File: config.mk
export PLATFORM = sky130hd
export DESIGN_NAME = ibs_hit_tree
export DESIGN_NICKNAME = d
export VERILOG_FILES = /design/src/design/ibs_pkg.sv /design/src/design/ibs_hit_tree.sv
export SDC_FILE = /design/constraint.sdc
export NUM_CORES = 1
export LEC_CHECK = 0
export CORE_AREA = 2 2 102 104
export CTS_BUF_LIST = sky130_fd_sc_hd__clkbuf_2 sky130_fd_sc_hd__clkbuf_4 sky130_fd_sc_hd__clkbuf_8
export DETAILED_ROUTE_END_ITERATION = 10
export DIE_AREA = 0 0 104 106
export DONT_BUFFER_PORTS = 1
export PLACE_DENSITY = 0.3
export SLEW_MARGIN = 15
export SYNTH_ARGS = -nofsm -noshare
export SYNTH_HDL_FRONTEND = slang
export SYNTH_SLANG_ARGS = --single-unit
File: constraint.sdc
create_clock -name clk -period 1.2 [get_ports clk]
set_input_delay 0.12 -clock clk [delete_from_list [all_inputs] [get_ports clk]]
set_output_delay 0.12 -clock clk [all_outputs]
set_load 0.005 [all_outputs]
File: src/design/ibs_pkg.sv
package ibs_pkg;

	localparam int TABLE_DEPTH = 256;
	localparam int POS_BITS    = 31;
	localparam int CHROM_BITS  = 8;
	localparam int TYPE_BITS   = 3;
	localparam int TAG_BITS    = 32;
	localparam int STATUS_BITS = 3;
	localparam int CNT_BITS    = $clog2(TABLE_DEPTH + 1);

	localparam int MEAN_BITS   = 16;
	localparam int SD_BITS     = 16;
	localparam int MULT_BITS   = 8;
	localparam int PROD_BITS   = SD_BITS + MULT_BITS;
	localparam int MARGIN_BITS = PROD_BITS + 1;
	localparam int CFG_IDX_BITS  = 2;
	localparam int CFG_DATA_BITS = 16;

	// Probe points are signed and wide enough that an add or a subtract never wraps.
	localparam int POINT_BITS = ((POS_BITS > MARGIN_BITS) ? POS_BITS : MARGIN_BITS) + 2;

	// Hit reduction: the cell hit bits are ORed in registered groups.
	localparam int GROUP_SIZE = 16;
	localparam int NUM_GROUPS = (TABLE_DEPTH + GROUP_SIZE - 1) / GROUP_SIZE;

	localparam logic CMD_LOAD   = 1'b0;
	localparam logic CMD_SCREEN = 1'b1;

	localparam logic [TYPE_BITS-1:0] TYPE_FLIP_LEFT  = 3'd3;
	localparam logic [TYPE_BITS-1:0] TYPE_FLIP_RIGHT = 3'd2;

	typedef enum logic [CFG_IDX_BITS-1:0] {
		CFG_MEAN = 2'd0,
		CFG_SD   = 2'd1,
		CFG_MULT = 2'd2
	} cfg_index_t;

	typedef enum logic [STATUS_BITS-1:0] {
		ST_KEPT       = 3'd0,
		ST_DROP_LEFT  = 3'd1,
		ST_DROP_RIGHT = 3'd2,
		ST_STORED     = 3'd3,
		ST_FULL       = 3'd4
	} status_t;

	typedef enum logic [2:0] {
		S_IDLE,
		S_INSERT,
		S_MARGIN,
		S_POINTS,
		S_PROBE,
		S_REDUCE,
		S_DONE
	} state_t;

	typedef struct packed {
		logic [CHROM_BITS-1:0] chrom;
		logic [POS_BITS-1:0]   pos_start;
		logic [POS_BITS-1:0]   pos_end;
	} entry_t;

	// Ordering flags a cell hands to its right-hand neighbour.
	typedef struct packed {
		logic ins;
		logic left;
		logic right;
	} order_t;

	// Broadcast from the controller to every cell.
	typedef struct packed {
		logic                         ins_en;
		logic [CHROM_BITS-1:0]        chrom;
		logic [POS_BITS-1:0]          pos_first;
		logic [POS_BITS-1:0]          pos_second;
		logic signed [POINT_BITS-1:0] left;
		logic signed [POINT_BITS-1:0] right;
	} cmd_t;

endpackage

File: src/design/ibs_hit_tree.sv
module ibs_hit_tree (
	input  logic                              clk,
	input  logic                              arst_n,
	input  logic [ibs_pkg::TABLE_DEPTH-1:0]   hits,
	output logic                              any_hit
);

	localparam int PAD_BITS = ibs_pkg::NUM_GROUPS * ibs_pkg::GROUP_SIZE;

	logic [PAD_BITS-1:0]             padded;
	logic [ibs_pkg::NUM_GROUPS-1:0]  group_s2;

	assign padded = PAD_BITS'(hits);

	always_ff @(posedge clk or negedge arst_n) begin
		if (!arst_n) begin
			group_s2 <= '0;
		end else begin
			for (int g = 0; g < ibs_pkg::NUM_GROUPS; g++) begin
				group_s2[g] <= |padded[g*ibs_pkg::GROUP_SIZE +: ibs_pkg::GROUP_SIZE];
			end
		end
	end

	assign any_hit = |group_s2;

endmodule

==> metrics.md <==
| Metric | Value |
|---|---|
| Biggest register | `group_s2` |
| Cell taking the most area after synthesis | `nor4_1` |
| Crit Path Max Fanout | `1` |
| Wire per inst | `18.3 microns` |
| Worst EP arrival | `between 1000 and 1500 ps` |
| # rows | `37` |
| Vias in the first global route | `1177` |
| Fillers | `1155` |
| Largest cells by area after synthesis | `nor4_1 (46%), dfrtp_1 (43%), nand4_1 (11%)` |
| Number of flip-flops under the largest register name | `16` |
| Async set or reset register ratio after synthesis | `1.00` |
| Routability cong. | `0.815` |
| IO Port Bufs | `0` |
| GR peak layer | `met2` |
| Total gr overflow | `0` |
| Synth top area share | `0.456` |
| Area Growth Syn to Fin | `35.8%` |
| Vias per cell | `4.68` |
| Warnings from Yosys | `0` |
| Max Buffers Root-to-Sink | `2` |
| H-tree levels | `1` |
| Power Total | `0.00108 W` |
| Pin count of the biggest net entering global routing | `17` |
| Leakage | `0.248 nW` |
| Crit share post-route | `1.08` |
| Initial cell density of the core | `0.0932` |
| RSZ-0062 raised after global routing | `true` |
| First-pass GRT wire length | `5.78 mm` |
| Layout Utilization | `0.127` |
| Total die area | `11000 sq um` |
| Worst EP required | `1080 ps` |
| Worst setup EP type | `output pin` |
| Yosys reg bits | `16` |
| PwrDens | `856 nW/um^2` |
| Final Hold Fails | `0` |
| Synth unique cells | `3` |
| Final Max Slew Viols | `0` |
| Root Buffer | `clkbuf_8` |
| Largest regs | `group_s2: 16 flops` |
| Mapped Nets | `~360` |
| Top-count cell post-synth | `nor4_1` |
| Post-DP HPWL | `about 4.2 mm` |
| Total wire length | `4.60 mm` |
| Top_reg_cell synth | `dfrtp_1` |
| Share of cells above drive strength 1 | `0.0957` |
| Endpoints failing setup | `1` |
| Final setup margin | `-100 ps` |
| Clock transition at path regs | `60 ps` |
| Final Net Count | `374` |
| Final Critical Period | `approximately 1300 ps` |
| Met2 Use GR | `0.149` |
| Met3 usage | `0.0215` |
| Routed Antenna Nets | `0` |
| Commonest cells post-synth | `nor4_1 (68), nand4_1 (17), dfrtp_1 (16)` |
| Violated checks | `setup timing` |
| Crit path launch type | `register` |
| VDD IR max | `0.000532 V` |
| Max frequency | `769 MHz` |
| Clk sinks | `16` |
| Post-Syn Instances | `approximately 100` |
| Io pins | `259` |
| Sequential area share after synthesis | `0.430` |
| Post-CTS Setup Inserts | `0` |
| GRT Util Overall | `0.0734` |
| Status | `complete, but fails checks` |
| Antenna violations before repair | `0` |
| Mapped Area | `932 sq um` |
| TritonCTS clock tree | `built` |
| Residual DRC | `0` |
| Drt pass-1 iters | `3` |
| Slew margin rel. | `0.513` |
| Number of CTS-inserted buffers | `3` |
| Ant diodes | `0` |
| Critical path's slowest cell | `dfrtp_1` |
| Crit-path cells | `nor4_2 > buf_4 > nand4_1` |
| Number of synthesized flops with an enable pin | `0` |
| Vert. Die Dim | `roughly 110 microns` |
| Max-Cap Viols | `0` |
| M1 GR Usage | `0.0680` |
| Die width | `104 microns` |
| Hold Crit Class | `primary input to register` |
| Largest stage delay, worst path | `380 ps` |
| Core ar. | `10000 sq um` |
| CP Class | `register to output pin` |
| Vias | `1174` |
| DRT iter0 DRCs | `7` |
| Mean area per synthesized cell | `between 9 and 10 sq um` |
| Tightest Pin Transition | `728 ps` |
[layer usage]
metal,vias up,part of all wire
li1,501,-
met1,518,0.32
met2,147,0.55
met3,8,0.11
met4,0,0.024
met5,-,0
[metrics by stage]
stage / TNS [ps] / instance area, sq um / hold slack [ps] / setup slack, ps / cells
finish: -100 / 1270 / 1.50 / -100 / 251
detailed placement: 0 / 1130 / -174 / 101 / 241
global route: -183 / 1270 / 8.90 / -183 / 251
CTS: -112 / 1260 / 0.501 / -112 / 251
global placement: 0 / 1130 / -174 / 140 / 241
floorplan: 0 / 932 / -176 / 361 / 101
[final timing paths]
check,start,endpoint,slack (ps),depth (start not counted)
worst max-delay path,group_s2[9],any_hit,-100,3
worst min-delay path,hits[238],group_s2[14],2,2
max in group asynchronous,arst_n,group_s2[4],370,1
min in group asynchronous,arst_n,group_s2[15],370,1
[cells in the final DEF, fill, tap and decap left out, drive strengths merged]
master	synthesis	final
dfrtp	16	16
buf	0	4
nand4	17	17
dlygate4sd3	0	6
nor4	68	68
clkbuf	0	4
[power by group]
| group | internal [W] | switching, W | total (W) |
|---|---|---|---|
| logic | 0.0000426 | 0.0000307 | 0.0000733 |
| clock network | 0.000291 | 0.000180 | 0.000471 |
| registers | 0.000539 | 0.00000000595 | 0.000539 |
| total | 0.000873 | 0.000211 | 0.00108 |
[final cells by class]
type / instances / area, sq um / share of cell area
multi-input combinational: 85 / 551 / 0.435
sequential: 16 / 400 / 0.316
tap: 136 / 170 / 0.134
timing repair buffer: 10 / 90.1 / 0.0711
clock buffer: 4 / 55.1 / 0.0435
[timing repair]
item                       in CTS  in global routing
setup endpoints to repair       1                  1
hold buffers                    6                  0
gates resized for setup         2                  1
hold endpoints to repair       18                  0
pin swaps                       2                  0
[cells by family after synthesis]
logic type       count (synthesis)  synth area share
flip-flops                      16             0.430
AND/OR/NAND/NOR                 85             0.570
[worst max-delay path: cells and delay by family, from the launching register on]
| kind | cells | cell delay, ps |
|---|---|---|
| flip-flops | 1 | 380 |
| AND/OR/NAND/NOR | 2 | 410 |
| buffers and inverters | 1 | 140 |
(Power assumes the default switching activity.)
