### src/design/ibs_pkg.sv
package ibs_pkg;

	localparam int TABLE_DEPTH = 256;
	localparam int POS_BITS    = 31;
	localparam int CHROM_BITS  = 8;
	localparam int TYPE_BITS   = 3;
	localparam int TAG_BITS    = 32;
	localparam int STATUS_BITS = 3;
	localparam int CNT_BITS    = $clog2(TABLE_DEPTH + 1);

	localparam int MEAN_BITS   = 16;
	localparam int SD_BITS     = 16;
	localparam int MULT_BITS   = 8;
	localparam int PROD_BITS   = SD_BITS + MULT_BITS;
	localparam int MARGIN_BITS = PROD_BITS + 1;
	localparam int CFG_IDX_BITS  = 2;
	localparam int CFG_DATA_BITS = 16;

	// Probe points are signed and wide enough that an add or a subtract never wraps.
	localparam int POINT_BITS = ((POS_BITS > MARGIN_BITS) ? POS_BITS : MARGIN_BITS) + 2;

	// Hit reduction: the cell hit bits are ORed in registered groups.
	localparam int GROUP_SIZE = 16;
	localparam int NUM_GROUPS = (TABLE_DEPTH + GROUP_SIZE - 1) / GROUP_SIZE;

	localparam logic CMD_LOAD   = 1'b0;
	localparam logic CMD_SCREEN = 1'b1;

	localparam logic [TYPE_BITS-1:0] TYPE_FLIP_LEFT  = 3'd3;
	localparam logic [TYPE_BITS-1:0] TYPE_FLIP_RIGHT = 3'd2;

	typedef enum logic [CFG_IDX_BITS-1:0] {
		CFG_MEAN = 2'd0,
		CFG_SD   = 2'd1,
		CFG_MULT = 2'd2
	} cfg_index_t;

	typedef enum logic [STATUS_BITS-1:0] {
		ST_KEPT       = 3'd0,
		ST_DROP_LEFT  = 3'd1,
		ST_DROP_RIGHT = 3'd2,
		ST_STORED     = 3'd3,
		ST_FULL       = 3'd4
	} status_t;

	typedef enum logic [2:0] {
		S_IDLE,
		S_INSERT,
		S_MARGIN,
		S_POINTS,
		S_PROBE,
		S_REDUCE,
		S_DONE
	} state_t;

	typedef struct packed {
		logic [CHROM_BITS-1:0] chrom;
		logic [POS_BITS-1:0]   pos_start;
		logic [POS_BITS-1:0]   pos_end;
	} entry_t;

	// Ordering flags a cell hands to its right-hand neighbour.
	typedef struct packed {
		logic ins;
		logic left;
		logic right;
	} order_t;

	// Broadcast from the controller to every cell.
	typedef struct packed {
		logic                         ins_en;
		logic [CHROM_BITS-1:0]        chrom;
		logic [POS_BITS-1:0]          pos_first;
		logic [POS_BITS-1:0]          pos_second;
		logic signed [POINT_BITS-1:0] left;
		logic signed [POINT_BITS-1:0] right;
	} cmd_t;

endpackage

### src/design/ibs_cell.sv
module ibs_cell (
	input  logic            clk,
	input  logic            arst_n,
	input  logic            used,
	input  ibs_pkg::cmd_t   cmd,
	input  ibs_pkg::entry_t prev_entry,
	input  ibs_pkg::order_t prev_order,
	output ibs_pkg::entry_t entry,
	output ibs_pkg::order_t order,
	output logic            hit_left_s1,
	output logic            hit_right_s1
);

	ibs_pkg::entry_t                       entry_q;
	logic signed [ibs_pkg::POINT_BITS-1:0] start_w;
	logic signed [ibs_pkg::POINT_BITS-1:0] end_w;
	logic                                  chrom_lt;
	logic                                  chrom_eq;
	logic                                  hit_left;
	logic                                  hit_right;

	assign entry = entry_q;

	always_comb begin
		start_w  = ibs_pkg::POINT_BITS'(entry_q.pos_start);
		end_w    = ibs_pkg::POINT_BITS'(entry_q.pos_end);
		chrom_lt = entry_q.chrom < cmd.chrom;
		chrom_eq = entry_q.chrom == cmd.chrom;

		order.ins   = used && (chrom_lt || (chrom_eq && entry_q.pos_end <= cmd.pos_second));
		order.left  = used && (chrom_lt || (chrom_eq && end_w < cmd.left));
		order.right = used && (chrom_lt || (chrom_eq && end_w < cmd.right));

		// This cell is the lower bound when it is the first one not ordered before the point.
		hit_left  = used && prev_order.left && !order.left && chrom_eq &&
			start_w <= cmd.left && cmd.left <= end_w;
		hit_right = used && prev_order.right && !order.right && chrom_eq &&
			start_w <= cmd.right && cmd.right <= end_w;
	end

	// On an insert, cells past the insertion point take their left neighbour's entry.
	always_ff @(posedge clk) begin
		if (cmd.ins_en && !order.ins) begin
			if (prev_order.ins) begin
				entry_q.chrom     <= cmd.chrom;
				entry_q.pos_start <= cmd.pos_first;
				entry_q.pos_end   <= cmd.pos_second;
			end else begin
				entry_q <= prev_entry;
			end
		end
	end

	always_ff @(posedge clk or negedge arst_n) begin
		if (!arst_n) begin
			hit_left_s1  <= 1'b0;
			hit_right_s1 <= 1'b0;
		end else begin
			hit_left_s1  <= hit_left;
			hit_right_s1 <= hit_right;
		end
	end

endmodule

### config.mk
export PLATFORM = sky130hd
export DESIGN_NAME = ibs_cell
export DESIGN_NICKNAME = d
export VERILOG_FILES = /design/src/design/ibs_pkg.sv /design/src/design/ibs_cell.sv
export SDC_FILE = /design/constraint.sdc
export NUM_CORES = 1
export LEC_CHECK = 0
export ABC_AREA = 0
export BUFFER_PORTS_ARGS = -buffer_cell sky130_fd_sc_hd__buf_2
export CORE_UTILIZATION = 27
export CTS_CLUSTER_SIZE = 28
export DETAILED_ROUTE_END_ITERATION = 12
export SLEW_MARGIN = 30
export SYNTH_ARGS = -nofsm -noshare
export SYNTH_HDL_FRONTEND = slang
export SYNTH_SLANG_ARGS = --single-unit
### constraint.sdc
create_clock -name clk -period 3.6 [get_ports clk]
set_input_delay 0.36 -clock clk [delete_from_list [all_inputs] [get_ports clk]]
set_output_delay 0.36 -clock clk [all_outputs]
set_load 0.02 [all_outputs]
==> results of run 1 <==
-- area by class of cell --
class / count / area [sq um]
Sequential cell: 72 / 2150
Inverter: 137 / 514
Multi-Input combinational cell: 507 / 4460
Clock buffer: 13 / 240
Antenna cell: 3 / 7.51
Timing Repair Buffer: 290 / 1490
Tap cell: 335 / 419
Clock inverter: 2 / 7.51
Fill cell: 2707 / 16700
-- synth_stat cells, types with 2 or more instances --
master | number | area [sq um]
sky130_fd_sc_hd__o221ai_1 | 2 | 17.5
sky130_fd_sc_hd__clkbuf_1 | 8 | 30.0
sky130_fd_sc_hd__a2111oi_0 | 2 | 17.5
sky130_fd_sc_hd__nand4_1 | 23 | 144
sky130_fd_sc_hd__nand2_1 | 27 | 101
sky130_fd_sc_hd__a211oi_1 | 10 | 75.1
sky130_fd_sc_hd__edfxtp_1 | 70 | 2100
sky130_fd_sc_hd__nor2b_1 | 7 | 43.8
sky130_fd_sc_hd__mux2_2 | 70 | 788
sky130_fd_sc_hd__o21ai_0 | 23 | 115
sky130_fd_sc_hd__nor4_1 | 4 | 25.0
sky130_fd_sc_hd__a221o_1 | 2 | 20.0
sky130_fd_sc_hd__or3_1 | 5 | 31.3
sky130_fd_sc_hd__o2111ai_1 | 3 | 26.3
sky130_fd_sc_hd__dfrtp_1 | 2 | 50.1
sky130_fd_sc_hd__or2_2 | 2 | 12.5
sky130_fd_sc_hd__a21oi_1 | 48 | 240
sky130_fd_sc_hd__a21boi_0 | 4 | 30.0
sky130_fd_sc_hd__a41oi_1 | 2 | 17.5
sky130_fd_sc_hd__and4_1 | 4 | 35.0
sky130_fd_sc_hd__o31ai_1 | 2 | 15.0
sky130_fd_sc_hd__nand4b_1 | 4 | 35.0
sky130_fd_sc_hd__inv_1 | 137 | 514
sky130_fd_sc_hd__o21a_1 | 6 | 45.0
sky130_fd_sc_hd__nor2_1 | 16 | 60.1
sky130_fd_sc_hd__ha_1 | 163 | 2040
sky130_fd_sc_hd__o211ai_1 | 5 | 37.5
sky130_fd_sc_hd__a31oi_1 | 2 | 12.5
sky130_fd_sc_hd__nand3_1 | 24 | 120
sky130_fd_sc_hd__nor3_1 | 11 | 55.1
sky130_fd_sc_hd__nand2b_1 | 3 | 18.8
sky130_fd_sc_hd__a21o_1 | 13 | 97.6
-- power groups by stage --
stage	sequential [mW]	clock [mW]	combinational, mW
after floorplan	1.14	0	0.475
after global placement	1.08	0	0.889
after detailed placement	1.08	0	0.908
after CTS	1.07	0.835	0.917
after global routing	1.07	0.862	1.03
final	1.07	0.809	0.903
-- kinds of logic (layout without fill, tap and decap cells) --
family          Yosys count  after routing
buf+inv                 145            442
fa+ha+maj               163            163
compound gates          138            138
mux                      70             70
flops                    72             72
other cells               0              3
simple gates            136            136
-- state kept, by name, summed over array words and instances (netlist names) --
| name | cells |
|---|---|
| hit_right_s1 | 1 |
| hit_left_s1 | 1 |
| entry | 70 |
-- how the worst max path moves through the flow --
stage	from	cells after the start	slack, ns	end
after floorplan	entry[28]$_DFFE_PP_	6	0.39	entry[0]$_DFFE_PP_
after global placement	cmd[56]	8	0.56	order[1]
after detailed placement	entry[23]$_DFFE_PP_	8	0.53	order[1]
after CTS	entry[23]$_DFFE_PP_	8	0.16	order[1]
after global routing	entry[23]$_DFFE_PP_	8	0.04	order[1]
final	entry[23]$_DFFE_PP_	8	0.18	order[1]
-- metal layers --
layer | GRT usage | up-vias | share of wire
li1 | - | 3258 | -
met1 | 0.197 | 2949 | 0.42
met2 | 0.302 | 214 | 0.49
met3 | 0.0482 | 32 | 0.075
met4 | 0.0555 | 6 | 0.021
met5 | 0 | - | 0.0018
-- what timing repair did --
item                                   CTS  global route
gates resized for setup                  0             0
hold buffers                             1             0
endpoints found under the hold margin    2             0
-- stage by stage --
step	power [mW]	hold WS, ns	cell area, sq um	instances
global placement	1.97	0.151	9030	1340
CTS	2.82	0.301	9280	1356
global route	2.97	0.308	9290	1357
finish	2.78	0.314	9290	1359
detailed placement	1.99	0.151	9030	1340
floorplan	1.61	0.0644	7150	724
==> results.md, run 1 <==
* Fmax achieved at 293 MHz
* Number of enable flip-flop cells after synthesis at 70
* Endpoints failing hold at 0
* Clock network latency to the later pin of the worst-skew pair at 0.34 ns
* Count of TritonRoute iterations in the first routing pass at 4
* Placement Rows at 59
* Sequential cell area fraction in the yosys report at 0.301
* Worst Hold Class: in -> reg
* Critical Setup Path Class: reg -> out
* Clock Pin Slew Worst Setup and Hold Paths at 0.06 ns
* Setup Total Neg Slack at 0 ns
* Post-detailed-route via-to-cell ratio at 4.75
* Worst flop-to-flop path endpoint: entry[13]$_DFFE_PP_
* Fraction of synthesized cell area in xor and xnor cells at 0
* R2r setup slk at 0.77 ns
* Cell variety after synth at 52
* Data required time at the worst endpoint at 3.24 ns
* Worst setup margin at 0.184 ns
* Routed wire per std cell at 16.9 microns
* Source of the worst hold timing path: prev_entry[2]
* Final antenna-violating net count at 0
* Count of input and output buffers at 287
* Share of the clock period used by the worst path after layout at 0.949
* CTS Buffer Depth at 2
* Static leakage at 4.76 nW
* Switching part of the total at 0.327
* Synth Warn # at 0
* Post-Synth Adder-Cell Area at 0.285
* Sink of the worst hold path: entry[2]$_DFFE_PP_
* Net count reported at finish at 1,393
* Setup violators final at 0
* Die Outline Area at 0.0271 sq mm
* Post-layout minimum cycle time at 3.42 ns
* Worst-path cell with the longest stage delay: sky130_fd_sc_hd__nor4_1
* Simple-Gate Fraction of Synth Area at 0.102
* Ratio of cells with drive above 1 in the final layout at 0.367
* Proportion of power drawn by combinational gates at 0.325
* Initial drt markers at 228
* Primary flip-flop cell chosen by synthesis mapping: sky130_fd_sc_hd__edfxtp_1
* Type of element capturing the critical path: primary output
* Area inside the core boundary at 0.0260 sq mm
* Worst Max-Slew Pin Slew at 0.905 ns
* Leading cell type in the layout, fill and taps excluded: sky130_fd_sc_hd__buf_2
* Clock Root Buffer: sky130_fd_sc_hd__clkbuf_16
* Layout-stage area growth over the synthesis result at 29.9%
* Fraction of synthesized area in multiplexers at 0.110
* Die width at 165 microns
* Maximum number of pins on one net before global-route repair at 71
* CTS tree: yes
* Worst hold path stage count at 2
* Number of antenna violations at the first check in global routing at 7
* Post-synthesis compound-gate area fraction at 0.125
* Gpl congestion at 0.832
* Maximum level of the CTS H-tree at 3
* Worst setup slack before clock tree synthesis at 0.528 ns
* Final cell utilization of the core at 0.358
* Syn Area/Cell at 9.88 sq um
* Slew Limit Fails at 0
* Cell area power density at 299 mW/mm^2
* Clock power frac at 0.291
* Net switching power figure at 0.908 mW
* Slowest stage delay, CP at 0.83 ns
* HPWL reported at the end of detailed placement at 20,000 microns
* IR drop worst, VDD at 0.000159 V
* Internal cell power at 1.87 mW
* Worst flop-to-flop path startpoint: entry[28]$_DFFE_PP_
* Sinks on Clock Net at 72
* Global-route wire length before repair at 34,500 microns
* Initial core utilization at 0.275
* Via count of the routed design at 6,459
* Global router's overall resource usage at 0.171
* Max-Cap Viols at 0
* Number of synthesized register bits at 72
* Share of flip-flops with an asynchronous set or reset at 0.0278
* Main combinational cell family by area after synthesis: adder cells
* Via count of the first global-routing pass at 6,610
* Setup repair after global routing missed its margin: no
* Outcome: complete, no violations
* Congestion Overflow GR at 0
* Number of standard cells after synthesis at 724
* Worst Clk Skew at 0.0106 ns
* Number of buffers added by the clock tree synthesis step at 9
* # IOs at 288
* Most used cell, CP: sky130_fd_sc_hd__nor4_1
* Total Wirelength at 23,000 microns
* Chain of cells forming the critical path: inv_1, ha_1, nand4_1, nor4_1, o31a_1, nor4_1, o31ai_1, buf_2
* Synth Net Count at 1,100
* Slew headroom at 0.397
* Arr. time, crit path at 3.06 ns
* Number of setup buffers added after CTS at 0
* Path depth of the worst reg2reg path at 7
* Startpoint kind of the worst setup timing path: flip-flop
* Part of the total power dissipated in sequential elements at 0.384
* Dominant delay contributor by cell family on the critical path: simple AND/OR/NAND/NOR gates
* Commonest non-fill, non-tap cells in the layout: sky130_fd_sc_hd__buf_2, sky130_fd_sc_hd__ha_1, sky130_fd_sc_hd__inv_1, sky130_fd_sc_hd__mux2_2, sky130_fd_sc_hd__edfxtp_1
* Height of the die at 165 microns
* Synthesized area at 0.00715 sq mm
* Number of design rule violations left after detail routing at 0
* Crit path buf inv count at 2
* Maximum fanout along the worst path at 4
Power figures use the tool's default switching activity.
==> inputs of run 2 (changes only) <==
- CORE_UTILIZATION: 27 -> 34
==> run 2 against run 1 <==
Register-to-register slack got worse by 0.13 ns. Largest cell class unchanged. Sequential power about the same. Combinational power down 1%. Clock power up 6.2%. Sequential share of layout area is 0.18 points higher. Final cell count decreased by 4.8%.
==> results.md, run 2 (synthesized netlist as in run 1, its figures left out) <==
* Data required time at the worst endpoint at 3.24 ns
* Setup violators final at 0
* Via count of the routed design at 6,405
* Pwr Total at 2.81 mW
* Routed wire per std cell at 16.7 microns
* Startpoint kind of the worst setup timing path: flip-flop
* Worst Max-Slew Pin Slew at 0.906 ns
* Routed length on met2 at 10,300 microns
* Congestion Overflow GR at 0
* Maximum number of pins on one net before global-route repair at 71
* Gpl congestion at 0.867
* Number of buffers added by the clock tree synthesis step at 9
* Post-layout minimum cycle time at 3.23 ns
* # resized after CTS at 0
* Number of setup buffers added after CTS at 0
* Critical Setup Path Class: reg -> out
* Number of inserted filler cells in the final layout at 2,050
* Share of the clock period used by the worst path after layout at 0.896
* Placed instance area at 0.00893 sq mm
* CTS Hold Buffers Added at 1
* Detailed-routed wire length on met3 at 1390 microns
* Setup Total Neg Slack at 0 ns
* Placement Rows at 52
* Final antenna-violating net count at 0
* Sinks on Clock Net at 72
* # IOs at 288
* Initial core utilization at 0.350
* Area inside the core boundary at 0.0204 sq mm
* Ratio of cells with drive above 1 in the final layout at 0.374
* Net count reported at finish at 1,393
* Max-Cap Viols at 0
* Arr. time, crit path at 2.87 ns
* Commonest non-fill, non-tap cells in the layout: sky130_fd_sc_hd__buf_2, sky130_fd_sc_hd__ha_1, sky130_fd_sc_hd__inv_1, sky130_fd_sc_hd__mux2_2, sky130_fd_sc_hd__edfxtp_1
* Leading cell type in the layout, fill and taps excluded: sky130_fd_sc_hd__buf_2
* Count of input and output buffers at 287
* Global router's overall resource usage at 0.203
* CTS tree: yes
* Layout-stage area growth over the synthesis result at 28.9%
* Static leakage at 4.77 nW
* Total Wirelength at 21,600 microns
* Clock network latency to the later pin of the worst-skew pair at 0.35 ns
* Largest register FFs at 70
* Slew headroom at 0.396
* Initial drt markers at 195
* Die width at 147 microns
* Count of TritonRoute iterations in the first routing pass at 5
* Design Area, Final at 0.00922 sq mm
* Die Outline Area at 0.0216 sq mm
* Clock Pin Slew Worst Setup and Hold Paths at 0.07 ns
* Via count of the first global-routing pass at 6,461
* HPWL reported at the end of detailed placement at 18,800 microns
* Height of the die at 147 microns
* Maximum level of the CTS H-tree at 3
* IR drop worst, VDD at 0.000238 V
* Fmax achieved at 310 MHz
* CTS Buffer Depth at 2
* Setup repair after global routing missed its margin: no
* Global-route wire length before repair at 33,600 microns
* Maximum fanout along the worst path at 4
* Worst setup margin at 0.373 ns
* Number of design rule violations left after detail routing at 0
* Endpoints failing hold at 0
* Worst setup slack before clock tree synthesis at 0.503 ns
* Worst Clk Skew at 0.00966 ns
* Cell area power density at 305 mW/mm^2
* Worst Hold Class: in -> reg
* Uppermost layer routed: met4
* Outcome: complete, no violations
* Clock Root Buffer: sky130_fd_sc_hd__clkbuf_16
* Type of element capturing the critical path: primary output
* Post-detailed-route via-to-cell ratio at 4.95
* Slew Limit Fails at 0
* Wire length the detailed router placed on met1 at 9480 microns
* Number of antenna violations at the first check in global routing at 2
run 2: report_power, final:
part           leakage (nW)  internal (mW)  switching [mW]
registers             0.696           1.01          0.0565
clock network         0.132          0.467           0.392
logic                  3.94          0.400           0.493
run 2: worst paths after layout:
| check | from | to | slack, ns | cells past startpoint |
|---|---|---|---|---|
| setup / recovery | entry[23]$_DFFE_PP_ | order[1] | 0.37 | 8 |
| hold / removal | prev_entry[16] | entry[16]$_DFFE_PP_ | 0.31 | 2 |
| setup reg to reg | entry[29]$_DFFE_PP_ | entry[26]$_DFFE_PP_ | 0.64 | 7 |
| hold reg to reg | entry[61]$_DFFE_PP_ | hit_left_s1$_DFF_PN0_ | 1.00 | 4 |
| max in group asynchronous | arst_n | hit_right_s1$_DFF_PN0_ | 3.15 | 2 |
| min in group asynchronous | arst_n | hit_left_s1$_DFF_PN0_ | 0.36 | 2 |
run 2: per-stage QoR:
stage	cells	util	hold WS, ns
after floorplan	724	-	0.0644
after global placement	1275	0.437	0.146
after detailed placement	1275	0.437	0.149
after CTS	1292	0.451	0.294
after global routing	1293	0.451	0.301
final	1294	0.451	0.307
run 2: final cells by class:
class / count / area (sq um) / area share
multi-input cells: 507 / 4460 / 0.484
flip-flops and latches: 72 / 2150 / 0.233
repair buffers: 290 / 1480 / 0.160
inverters: 137 / 514 / 0.0558
well taps: 270 / 338 / 0.0366
clock buffers: 9 / 225 / 0.0244
clock inverters: 7 / 47.5 / 0.00516
diodes: 2 / 5.00 / 0.000543
run 2: layer usage:
layer  vias to the layer above  global-route usage
li1                       3257                   -
met1                      2917               0.254
met2                       205               0.348
met3                        26              0.0425
met4                         0              0.0670
met5                         -                   0
run 2: critical path, cell delays in order (launching register included):
cell and delay (ns):
sky130_fd_sc_hd__edfxtp_1 0.38, sky130_fd_sc_hd__inv_1 0.10, sky130_fd_sc_hd__ha_1 0.32, sky130_fd_sc_hd__nand4_1 0.21
sky130_fd_sc_hd__nor4_1 0.71, sky130_fd_sc_hd__o31a_1 0.27, sky130_fd_sc_hd__nor4_1 0.07, sky130_fd_sc_hd__o31ai_1 0.23
sky130_fd_sc_hd__buf_2 0.22
==> inputs of run 3 (changes only) <==
- ABC_AREA: 0 -> 1
==> run 3 against run 2 <==
Sequential share of layout area decreased by 0.38 points. Largest power group unchanged. Die area increased by 2.0%. Synthesized area rose by 2.0%. Critical endpoint is now order[2].
==> results.md, run 3 <==
* Outcome: complete, no violations
* Sink of the worst hold path: entry[32]$_DFFE_PP_
* Chain of cells forming the critical path: ha_1, nand2_1, nor2_1, nand4_1, nor3_1, nand4_1, nand2_1, nand2_1, nand2_1, buf_2
* Via count of the routed design at 6,811
* Final antenna-violating net count at 0
* Data required time at the worst endpoint at 3.24 ns
* Syn Area/Cell at 8.10 sq um
* Max-Cap Viols at 0
* Final cell utilization of the core at 0.446
* Worst Clk Skew at 0.00730 ns
* Fmax achieved at 340 MHz
* Design Area, Final at 0.00937 sq mm
* # resized after CTS at 0
* Slew headroom at 0.439
* Worst-path cell with the longest stage delay: sky130_fd_sc_hd__nor3_1
* Post-Synth Adder-Cell Area at 0.280
* Slowest stage delay, CP at 0.46 ns
* Number of antenna violations at the first check in global routing at 1
* Clock Pin Slew Worst Setup and Hold Paths at 0.06 ns
* Setup violators final at 0
* HPWL reported at the end of detailed placement at 19,300 microns
* Critical Setup Path Class: reg -> out
* Main combinational cell family by area after synthesis: adder cells
* Worst setup slack before clock tree synthesis at 0.753 ns
* Ratio of cells with drive above 1 in the final layout at 0.288
* Number of inserted filler cells in the final layout at 2,143
* Simple-Gate Fraction of Synth Area at 0.170
* Arr. time, crit path at 2.58 ns
* Commonest non-fill, non-tap cells in the layout: sky130_fd_sc_hd__buf_2, sky130_fd_sc_hd__inv_1, sky130_fd_sc_hd__ha_1, sky130_fd_sc_hd__nand2_1, sky130_fd_sc_hd__a21oi_1
* Cell with the most instances after synthesis: sky130_fd_sc_hd__inv_1
* Number of enable flip-flop cells after synthesis at 70
* Count of TritonRoute iterations in the first routing pass at 4
* Initial core utilization at 0.347
* CTS tree: yes
* Synth Net Count at 1,276
* Global router's overall resource usage at 0.203
* Post-synthesis compound-gate area fraction at 0.106
* Startpoint kind of the worst setup timing path: flip-flop
* Congestion Overflow GR at 0
* Maximum number of pins on one net before global-route repair at 75
* CTS Hold Buffers Added at 1
* Number of standard cells after synthesis at 900
* Top cell type by total area after synthesis: sky130_fd_sc_hd__edfxtp_1
* Clock Root Buffer: sky130_fd_sc_hd__clkbuf_16
* Number of buffers added by the clock tree synthesis step at 9
* Sinks on Clock Net at 72
* Clock network latency to the later pin of the worst-skew pair at 0.34 ns
* Setup Total Neg Slack at 0 ns
* Worst hold path stage count at 2
* Synth Warn # at 0
* Fraction of synthesized area in multiplexers at 0.0509
* Path depth of the worst reg2reg path at 12
* Die width at 148 microns
* Height of the die at 148 microns
* Placed instance area at 0.00908 sq mm
* Leading cell type in the layout, fill and taps excluded: sky130_fd_sc_hd__buf_2
* Most frequent cells after synthesis: sky130_fd_sc_hd__inv_1, sky130_fd_sc_hd__ha_1, sky130_fd_sc_hd__nand2_1
* Primary flip-flop cell chosen by synthesis mapping: sky130_fd_sc_hd__edfxtp_1
* Worst Max-Slew Pin Slew at 0.842 ns
* Worst flop-to-flop path startpoint: entry[22]$_DFFE_PP_
* Synthesized area at 0.00729 sq mm
* Cell variety after synth at 34
* Worst setup margin at 0.660 ns
* Worst flop-to-flop path endpoint: entry[30]$_DFFE_PP_
* # IOs at 288
* Via count of the first global-routing pass at 6,574
* Count of input and output buffers at 287
* Uppermost layer routed: met4
* Net count reported at finish at 1,569
* Wire length the detailed router placed on met1 at 9990 microns
* Number of synthesized register bits at 72
* Sequential cell area fraction in the yosys report at 0.295
* Post-detailed-route via-to-cell ratio at 4.62
* Source of the worst hold timing path: cmd[98]
* Number of setup buffers added after CTS at 0
* Type of element capturing the critical path: primary output
* CTS Buffer Depth at 2
* Area inside the core boundary at 0.0210 sq mm
* Routed wire per std cell at 15.0 microns
* Slew Limit Fails at 0
* Leading cell types by total area after synthesis: sky130_fd_sc_hd__edfxtp_1, sky130_fd_sc_hd__ha_1, sky130_fd_sc_hd__inv_1
* Gpl congestion at 0.868
* Maximum fanout along the worst path at 3
* Post-layout minimum cycle time at 2.94 ns
* Initial drt markers at 187
* Detailed-routed wire length on met3 at 1260 microns
* Share of the clock period used by the worst path after layout at 0.817
* IR drop worst, VDD at 0.000207 V
* Die Outline Area at 0.0220 sq mm
* Fraction of synthesized cell area in xor and xnor cells at 0
* Routed length on met2 at 10,300 microns
* Cell area power density at 306 mW/mm^2
* Largest register FFs at 70
* Share of flip-flops with an asynchronous set or reset at 0.0278
* Dominant delay contributor by cell family on the critical path: simple AND/OR/NAND/NOR gates
* Global-route wire length before repair at 33,900 microns
* Crit path buf inv count at 1
* Setup repair after global routing missed its margin: no
* Static leakage at 5.17 nW
* Layout-stage area growth over the synthesis result at 28.5%
* Yosys top cell area share at 0.288
* Worst Hold Class: in -> reg
* R2r setup slk at 0.75 ns
* Endpoints failing hold at 0
* Placement Rows at 53
* Maximum level of the CTS H-tree at 3
* Total Wirelength at 22,100 microns
* Most used cell, CP: sky130_fd_sc_hd__nand2_1
* Number of design rule violations left after detail routing at 0
## run 3: cells by family after synthesis
kind of cell    count (synthesis)
simple gates                  293
buf+inv                       190
fa+ha+maj                     163
compound gates                149
flops                          72
mux                            33
## run 3: final cells by class
class,instances,area [sq um],area share
multi-input combinational,638,4430,0.473
sequential,72,2150,0.230
timing repair buffer,294,1490,0.159
inverter,178,668,0.0713
tap,275,344,0.0367
clock buffer,11,233,0.0248
clock inverter,5,47.5,0.00507
antenna,1,2.50,0.000267
## run 3: how the worst max path moves through the flow
| stage | startpoint | end | slack [ns] | cells past startpoint |
|---|---|---|---|---|
| final | entry[22]$_DFFE_PP_ | order[2] | 0.66 | 10 |
| after global routing | entry[22]$_DFFE_PP_ | order[2] | 0.57 | 10 |
| after CTS | entry[22]$_DFFE_PP_ | order[2] | 0.71 | 10 |
| after detailed placement | cmd[88] | entry[68]$_DFFE_PP_ | 0.75 | 14 |
| after global placement | cmd[88] | entry[31]$_DFFE_PP_ | 0.82 | 14 |
| after floorplan | entry[22]$_DFFE_PP_ | entry[0]$_DFFE_PP_ | 0.46 | 11 |
## run 3: metal layers
metal / global-route usage / vias to the layer above
li1: - / 3618
met1: 0.253 / 2959
met2: 0.351 / 204
met3: 0.0350 / 30
met4: 0.0727 / 0
met5: 0 / -
## run 3: metrics by stage
| step | cells | hold slack [ns] | total power [mW] |
|---|---|---|---|
| after floorplan | 900 | 0.0644 | 1.64 |
| after global placement | 1456 | 0.146 | 2.00 |
| after detailed placement | 1456 | 0.145 | 2.02 |
| after CTS | 1473 | 0.302 | 2.91 |
| after global routing | 1474 | 0.310 | 3.07 |
| final | 1474 | 0.320 | 2.87 |
## run 3: power by group
group / internal, mW / total (mW) / switching [mW] / leakage, nW
registers: 1.01 / 1.06 / 0.0556 / 0.692
logic: 0.379 / 0.933 / 0.554 / 4.34
clock network: 0.530 / 0.876 / 0.346 / 0.138
total: 1.92 / 2.87 / 0.956 / 5.17
## run 3: worst reg2reg max path: stages (launching register included)
cell	delay (ns)
sky130_fd_sc_hd__edfxtp_1	0.42
sky130_fd_sc_hd__ha_1	0.32
sky130_fd_sc_hd__nand2_1	0.07
sky130_fd_sc_hd__nor2_1	0.14
sky130_fd_sc_hd__nand4_1	0.13
sky130_fd_sc_hd__nor3_1	0.46
sky130_fd_sc_hd__nand2_1	0.10
sky130_fd_sc_hd__nand2_1	0.07
sky130_fd_sc_hd__nand2_1	0.04
sky130_fd_sc_hd__nand2_1	0.05
sky130_fd_sc_hd__nand2_1	0.09
sky130_fd_sc_hd__nor2_4	0.10
sky130_fd_sc_hd__buf_4	0.44
